==> src/rtl/chb_pkg.sv <==
`timescale 1ns / 1ps
// ----------------------------------------------------------------------------
// chb_pkg
// types, codes and byte classifiers shared by the chunked body decoder
// ----------------------------------------------------------------------------
package chb_pkg;

    typedef struct packed {
        logic [7:0] body_byte;
        logic       body_start;
    } t_in;

    typedef struct packed {
        logic [7:0] data_byte;
        logic [1:0] kind;
        logic       chunk_last;
    } t_out;

    typedef enum logic [2:0] {
        PH_LINE    = 3'd0,
        PH_LINE_CR = 3'd1,
        PH_DATA    = 3'd2,
        PH_SKIP    = 3'd3,
        PH_DONE    = 3'd4
    } t_phase;

    localparam logic [1:0] KIND_DATA = 2'd0;
    localparam logic [1:0] KIND_END  = 2'd1;
    localparam logic [1:0] KIND_ERR  = 2'd2;

    localparam logic [7:0] CH_CR  = 8'h0D;
    localparam logic [7:0] CH_LF  = 8'h0A;
    localparam logic [1:0] TRAILER_LEN = 2'd2;

    // bit 4 set when the byte is a hex digit, low nibble is its value
    function automatic logic [4:0] hex_value(input logic [7:0] b);
        logic [4:0] v;
        v = 5'd0;
        if (b >= 8'h30 && b <= 8'h39) begin
            v = {1'b1, b[3:0]};
        end else if ((b >= 8'h61 && b <= 8'h66) || (b >= 8'h41 && b <= 8'h46)) begin
            v = {1'b1, b[3:0] + 4'd9};
        end
        return v;
    endfunction

    function automatic logic is_space(input logic [7:0] b);
        return (b == 8'h20) || (b >= 8'h09 && b <= 8'h0D);
    endfunction

endpackage

==> src/rtl/chb_parser.sv <==
`timescale 1ns / 1ps
// ----------------------------------------------------------------------------
// chb_parser
// parser state and one-byte step: size line, payload pass, trailer skip
// ----------------------------------------------------------------------------
module chb_parser #(
    parameter int SIZE_BITS = 32
) (
    input  logic          i_clk,
    input  logic          i_rst_n,
    input  logic          i_accept,
    input  chb_pkg::t_in  i_req,
    output logic          o_res_valid,
    output chb_pkg::t_out o_res
);
    import chb_pkg::*;

    typedef struct packed {
        logic [SIZE_BITS-1:0] acc;
        logic                 seen;
        logic                 stopped;
        logic                 ovf;
    } t_line;

    t_phase               r_phase, n_phase, c_phase;
    t_line                r_line, n_line, c_line;
    logic [SIZE_BITS-1:0] r_left, n_left, c_left, dec_left;
    logic [1:0]           r_skip, n_skip, c_skip, dec_skip;
    t_line                cr_line;
    logic [7:0]           b;

    function automatic t_line line_step(input t_line s, input logic [7:0] ch);
        t_line      t;
        logic [4:0] hv;
        t  = s;
        hv = hex_value(ch);
        if (!s.stopped) begin
            if (hv[4]) begin
                if (s.acc[SIZE_BITS-1 -: 4] != 4'd0) begin
                    t.ovf     = 1'b1;
                    t.stopped = 1'b1;
                end else begin
                    t.acc  = {s.acc[SIZE_BITS-5:0], hv[3:0]};
                    t.seen = 1'b1;
                end
            end else if (!(!s.seen && is_space(ch))) begin
                t.stopped = 1'b1;
            end
        end
        return t;
    endfunction

    assign b = i_req.body_byte;

    // a new body clears everything before the byte is used
    always_comb begin
        if (i_req.body_start) begin
            c_phase = PH_LINE;
            c_line  = '0;
            c_left  = '0;
            c_skip  = '0;
        end else begin
            c_phase = r_phase;
            c_line  = r_line;
            c_left  = r_left;
            c_skip  = r_skip;
        end
    end

    assign dec_left = c_left - SIZE_BITS'(1);
    assign dec_skip = (c_skip != 2'd0) ? c_skip - 2'd1 : 2'd0;
    // a held cr that turns out not to start cr lf is line content
    assign cr_line  = line_step(c_line, CH_CR);

    always_comb begin
        n_phase = c_phase;
        n_line  = c_line;
        n_left  = c_left;
        n_skip  = c_skip;
        unique case (c_phase)
            PH_LINE: begin
                if (b == CH_CR) begin
                    n_phase = PH_LINE_CR;
                end else begin
                    n_line = line_step(c_line, b);
                end
            end
            PH_LINE_CR: begin
                if (b == CH_LF) begin
                    if (!c_line.seen || c_line.ovf || c_line.acc == '0) begin
                        n_phase = PH_DONE;
                    end else begin
                        n_left  = c_line.acc;
                        n_phase = PH_DATA;
                    end
                end else if (b == CH_CR) begin
                    n_line = cr_line;
                end else begin
                    n_line  = line_step(cr_line, b);
                    n_phase = PH_LINE;
                end
            end
            PH_DATA: begin
                n_left = dec_left;
                if (dec_left == '0) begin
                    n_phase = PH_SKIP;
                    n_skip  = TRAILER_LEN;
                end
            end
            PH_SKIP: begin
                n_skip = dec_skip;
                if (dec_skip == 2'd0) begin
                    n_phase = PH_LINE;
                    n_line  = '0;
                end
            end
            default: begin
                n_phase = c_phase;
            end
        endcase
    end

    always_comb begin
        o_res_valid = 1'b0;
        o_res       = '0;
        unique case (c_phase)
            PH_LINE_CR: begin
                if (b == CH_LF) begin
                    if (!c_line.seen || c_line.ovf) begin
                        o_res_valid = 1'b1;
                        o_res.kind  = KIND_ERR;
                    end else if (c_line.acc == '0) begin
                        o_res_valid = 1'b1;
                        o_res.kind  = KIND_END;
                    end
                end
            end
            PH_DATA: begin
                o_res_valid      = 1'b1;
                o_res.data_byte  = b;
                o_res.kind       = KIND_DATA;
                o_res.chunk_last = (dec_left == '0);
            end
            default: begin
                o_res_valid = 1'b0;
            end
        endcase
    end

    always_ff @(posedge i_clk) begin
        if (!i_rst_n) begin
            r_phase <= PH_LINE;
            r_line  <= '0;
            r_left  <= '0;
            r_skip  <= '0;
        end else if (i_accept) begin
            r_phase <= n_phase;
            r_line  <= n_line;
            r_left  <= n_left;
            r_skip  <= n_skip;
        end
    end

endmodule

==> src/rtl/chb_out_reg.sv <==
`timescale 1ns / 1ps
// ----------------------------------------------------------------------------
// chb_out_reg
// result register holding one result until the consumer takes it
// ----------------------------------------------------------------------------
module chb_out_reg (
    input  logic          i_clk,
    input  logic          i_rst_n,
    input  logic          i_load,
    input  chb_pkg::t_out i_res,
    input  logic          i_stall,
    output logic          o_valid,
    output logic          o_busy,
    output chb_pkg::t_out o_res
);
    import chb_pkg::*;

    logic r_valid;
    t_out r_res;

    always_ff @(posedge i_clk) begin
        if (!i_rst_n) begin
            r_valid <= 1'b0;
        end else if (i_load) begin
            r_valid <= 1'b1;
        end else if (!i_stall) begin
            r_valid <= 1'b0;
        end
    end

    always_ff @(posedge i_clk) begin
        if (i_load) begin
            r_res <= i_res;
        end
    end

    assign o_valid = r_valid;
    assign o_busy  = r_valid && i_stall;
    assign o_res   = r_res;

endmodule

==> src/rtl/http_chunked_body_decoder_unit.sv <==
`timescale 1ns / 1ps
// ----------------------------------------------------------------------------
// http_chunked_body_decoder_unit
// decodes an http chunked body one byte per cycle into payload bytes
// ----------------------------------------------------------------------------
// Takes one body byte per clock and answers each with zero or one result in
// the next cycle: a payload byte (chunk_last marks the end of a chunk), an end
// marker after a zero-size line, or an error for a size line without hex
// digits or wider than SIZE_BITS. Size lines and the two bytes after each
// chunk give no result. Throughput is one byte per cycle, set by the single
// step from the parser state registers to the result register; the input
// stalls only while the result register is full and its consumer stalls.
// After an end marker or an error, bytes are dropped until body_start.
module http_chunked_body_decoder_unit #(
    parameter int SIZE_BITS = 32
) (
    input  logic          i_clk,
    input  logic          i_rst_n,
    input  logic          i_valid,
    output logic          o_stall,
    input  chb_pkg::t_in  i_req,
    output logic          o_valid,
    input  logic          i_stall,
    output chb_pkg::t_out o_res
);
    import chb_pkg::*;

    logic accept;
    logic res_valid;
    logic busy;
    t_out res;

    assign o_stall = busy;
    assign accept  = i_valid && !busy;

    chb_parser #(
        .SIZE_BITS (SIZE_BITS)
    ) u_parser (
        .i_clk       (i_clk),
        .i_rst_n     (i_rst_n),
        .i_accept    (accept),
        .i_req       (i_req),
        .o_res_valid (res_valid),
        .o_res       (res)
    );

    chb_out_reg u_out_reg (
        .i_clk   (i_clk),
        .i_rst_n (i_rst_n),
        .i_load  (accept && res_valid),
        .i_res   (res),
        .i_stall (i_stall),
        .o_valid (o_valid),
        .o_busy  (busy),
        .o_res   (o_res)
    );

endmodule

==> config.mk <==
export PLATFORM = sky130hd
export DESIGN_NAME = http_chunked_body_decoder_unit
export DESIGN_NICKNAME = d
export VERILOG_FILES = /design/src/rtl/chb_pkg.sv /design/src/rtl/chb_parser.sv /design/src/rtl/chb_out_reg.sv /design/src/rtl/http_chunked_body_decoder_unit.sv
export SDC_FILE = /design/constraint.sdc
export NUM_CORES = 1
export LEC_CHECK = 0
export BUFFER_PORTS_ARGS = -buffer_cell sky130_fd_sc_hd__buf_2
export CAP_MARGIN = 5
export CORE_MARGIN = 2
export CORE_UTILIZATION = 54
export DETAILED_ROUTE_END_ITERATION = 12
export GPL_TIMING_DRIVEN = 0
export PLACE_DENSITY = 0.81
export RECOVER_POWER = 100
export SYNTH_ARGS = -nofsm -noshare
export SYNTH_HDL_FRONTEND = slang
export SYNTH_HIERARCHICAL = 1
export SYNTH_SLANG_ARGS = --single-unit
==> constraint.sdc <==
create_clock -name i_clk -period 3.25 [get_ports i_clk]
set_input_delay 0.325 -clock i_clk [delete_from_list [all_inputs] [get_ports i_clk]]
set_output_delay 0.325 -clock i_clk [all_outputs]
set_load 0.05 [all_outputs]
==> flow_summary.ini <==
[clock_network]
clk_latency_ps = 370
cts_buffers = 9
cts-hold-fix-buffers = 0
clk_path_buf_depth = 2
clk_pin_slew_ps = 100
cts_tree = done
ctsRootBufferMaster = clkbuf_8
htreeDepth = 3
clock_sinks = 84

[sta]
rsz0062_at_grt = false
period_needed_ps = 3200
finalCritPeriodShare = 0.986
finalSetupViolCount = 0
hold_viol_final = 0
drv_slew = 0
clock.fmax_ghz = 0.312
fin_hold_ws_ps = 238
slew_headroom = 0.340
finClkSkew_ps = 10.6
worst_slew_pin_slew_ps = 988

[synthesis]
synth_edf_count = 11
synth.area.top_cells = dfxtp_1, edfxtp_1, a22o_1
synth.largest_area_cell = dfxtp_1
synth_mux_area_frac = 0.0142
synth_compound_area_frac = 0.260
synth_top_family_by_area = simple AND/OR/NAND/NOR gates
synthArstFlopShare = 0
syn_area_um2 = 5030
synthesis.nets = 619
ys_ff_latch = 84
yosys.cell_types.count = 76
synthSimpleGateAreaFrac = 0.290
synth-adder-area-share = 0.0149
synth_xor_xnor_area_share = 0.0209
synth_top_cell_area_share = 0.290
synthFlopType = dfxtp_1
synth-seq-area-share = 0.356
synthCells = 600
avgSynthCellArea_um2 = 8.39
yosys_warnings = 6

[flow_run]
max-cap-violations = 0

[worst_setup_path]
crit_path_cell_trace = clkbuf_8, inv_4, buf_2, nand2_2, ha_4, or3b_4, or4_4, or4_4, xor2_4, and4_4, nand3_2, o311a_1
crit_fanout = 10
path_class = input pin to register
cp_common_cell = or4_4
required_ps = 3510
cp_slowest_cell = or4_4
critPathArrivalTime_ps = 3470
endpoint_kind = register
crit_start = i_req[0]
reg2reg_from = u_parser/r_left[11]
critPathMaxStageDelay_ps = 530
cp-start-kind = input pin

[grt]
antenna_found_initial = 0
overflow = 0
grt_pass1_wl_um = 26400
gr-usage-all-layers = 0.339
grt_max_degree = 16
grt_pass1_vias = 4784

[floorplanning]
dieArea_um2 = 10100
core_region_area_um2 = 9150
pin_count = 26
die_x_um = 101
rows = 35
initial_core_util = 0.550
die_h_um = 101

[routing]
drt_iter0_drc = 916
drc = 0
viasPerCell = 7.09
ant_nets = 0
drt_first_pass_iters = 6
wl_per_cell_um = 22.7
wirelength_um = 17100
via_count = 5321

[power]
powerDensity_nw_per_um2 = 438
cellLeakagePower_nw = 2.11
power.total_w = 0.00243
vdd_ir_drop_max_v = 0.000227

[layout]
final_common_cell = dfxtp_1
area_growth_pct = 10.4
antenna-diode-count = 0
nNetsFinal = 653
layout_common_cells = dfxtp_1, nand2_1, clkbuf_1, o21ai_0, nor2_1
layout-drive-gt1-share = 0.111
final_area_um2 = 5560

[placed_design]
dpl_cell_area_um2 = 5310
gp_congestion = 0.991
io_buffer_count = 23
hpwlAfterDp_um = 12400

[min_path]
hold_path.class = input pin to register
worstHoldStart = i_rst_n

[run_status]
outcome = completed
state kept, by name, indices dropped and copies added, names as in the netlist:
| signal | count |
|---|---|
| u_out_reg/o_res | 11 |
| u_out_reg/o_valid | 1 |
| u_parser/r_left | 32 |
| u_parser/r_line | 35 |
| u_parser/r_phase | 3 |
| u_parser/r_skip | 2 |
critical path, delay by kind of cell:
family / cells / cell delay (ps)
xor+xnor: 1 / 210
fa+ha+maj: 1 / 170
simple gates: 6 / 1890
compound gates: 1 / 370
buf+inv: 3 / 490
power by group:
group / internal (W) / switching, W
Sequential: 0.00107 / 0.0000169
Combinational: 0.000170 / 0.000337
Clock: 0.000413 / 0.000428
final timing paths:
kind                        end  slack (ps)  depth (start not counted)
min           u_out_reg/o_valid         240                          2
max          u_parser/r_skip[0]          50                         12
max reg2reg  u_parser/r_skip[0]          80                          9
min reg2reg  u_parser/r_skip[1]         480                          2
what timing repair did:
item                       4_1_cts  5_1_grt
setup endpoints to repair        2       14
pin swaps                        0        2
buffers inserted                 0        0
gates resized for setup          3        8
layout make-up:
cell class | count | area [um2]
inverters | 9 | 36.3
flip-flops and latches | 84 | 1790
multi-input cells | 464 | 3080
plain buffers | 43 | 198
clock buffers | 11 | 153
clock inverters | 5 | 65.1
well taps | 111 | 139
repair buffers | 23 | 97.6
fillers | 809 | 3600
metal layers:
| metal | vias up | routed length (um) | global-route usage |
|---|---|---|---|
| met3 | 76 | 2060 | 0.0804 |
| li1 | 2371 | - | - |
| met1 | 2525 | 6620 | 0.458 |
| met4 | 0 | 763 | 0.151 |
| met2 | 349 | 7620 | 0.516 |
| met5 | - | 0 | 0 |
cell usage after synthesis (3+ instances only):
library cell	number
or3_1	7
o21a_1	4
clkbuf_1	31
o31ai_1	5
xor2_1	5
nand4_1	11
a22o_1	26
dfxtp_1	73
a21o_1	10
and3_1	5
a222oi_1	4
o2bb2ai_1	5
mux2i_1	6
and2_1	9
nand2b_1	5
nor3_1	21
xnor2_1	7
a221o_1	7
or4_1	3
and4b_1	3
nand2_1	59
o31a_1	5
o21ai_0	45
a31oi_1	6
o22ai_1	3
nor3b_1	4
edfxtp_1	11
buf_2	9
ha_1	6
a22oi_1	11
nor2b_1	15
nor2_1	37
a21oi_1	23
nor4_2	3
nand3_1	23
nand3b_1	3
or4_4	3
o211ai_1	10
inv_1	8
nor4_1	26
logic make-up (layout without fill, tap and decap cells):
family                   after synthesis  after routing
multiplexers                           7              7
AND/OR/NAND/NOR                      257            257
XOR/XNOR                              12             12
buffers and inverters                 52             91
adder cells (fa/ha/maj)                6              6
AO/OA/AOI/OAI                        182            182
flip-flops                            84             84
metrics by stage:
stage	util	setup slack (ps)	instances	setup TNS, ps
2_1_floorplan	-	8.40	600	0
3_3_place_gp	0.580	-429	734	-1240
3_5_place_dp	0.580	-479	734	-1380
4_1_cts	0.606	26.5	750	0
5_1_grt	0.607	3.71	750	0
6_report	0.607	45.1	750	0
Note: power is estimated with default switching activity, not from simulation.
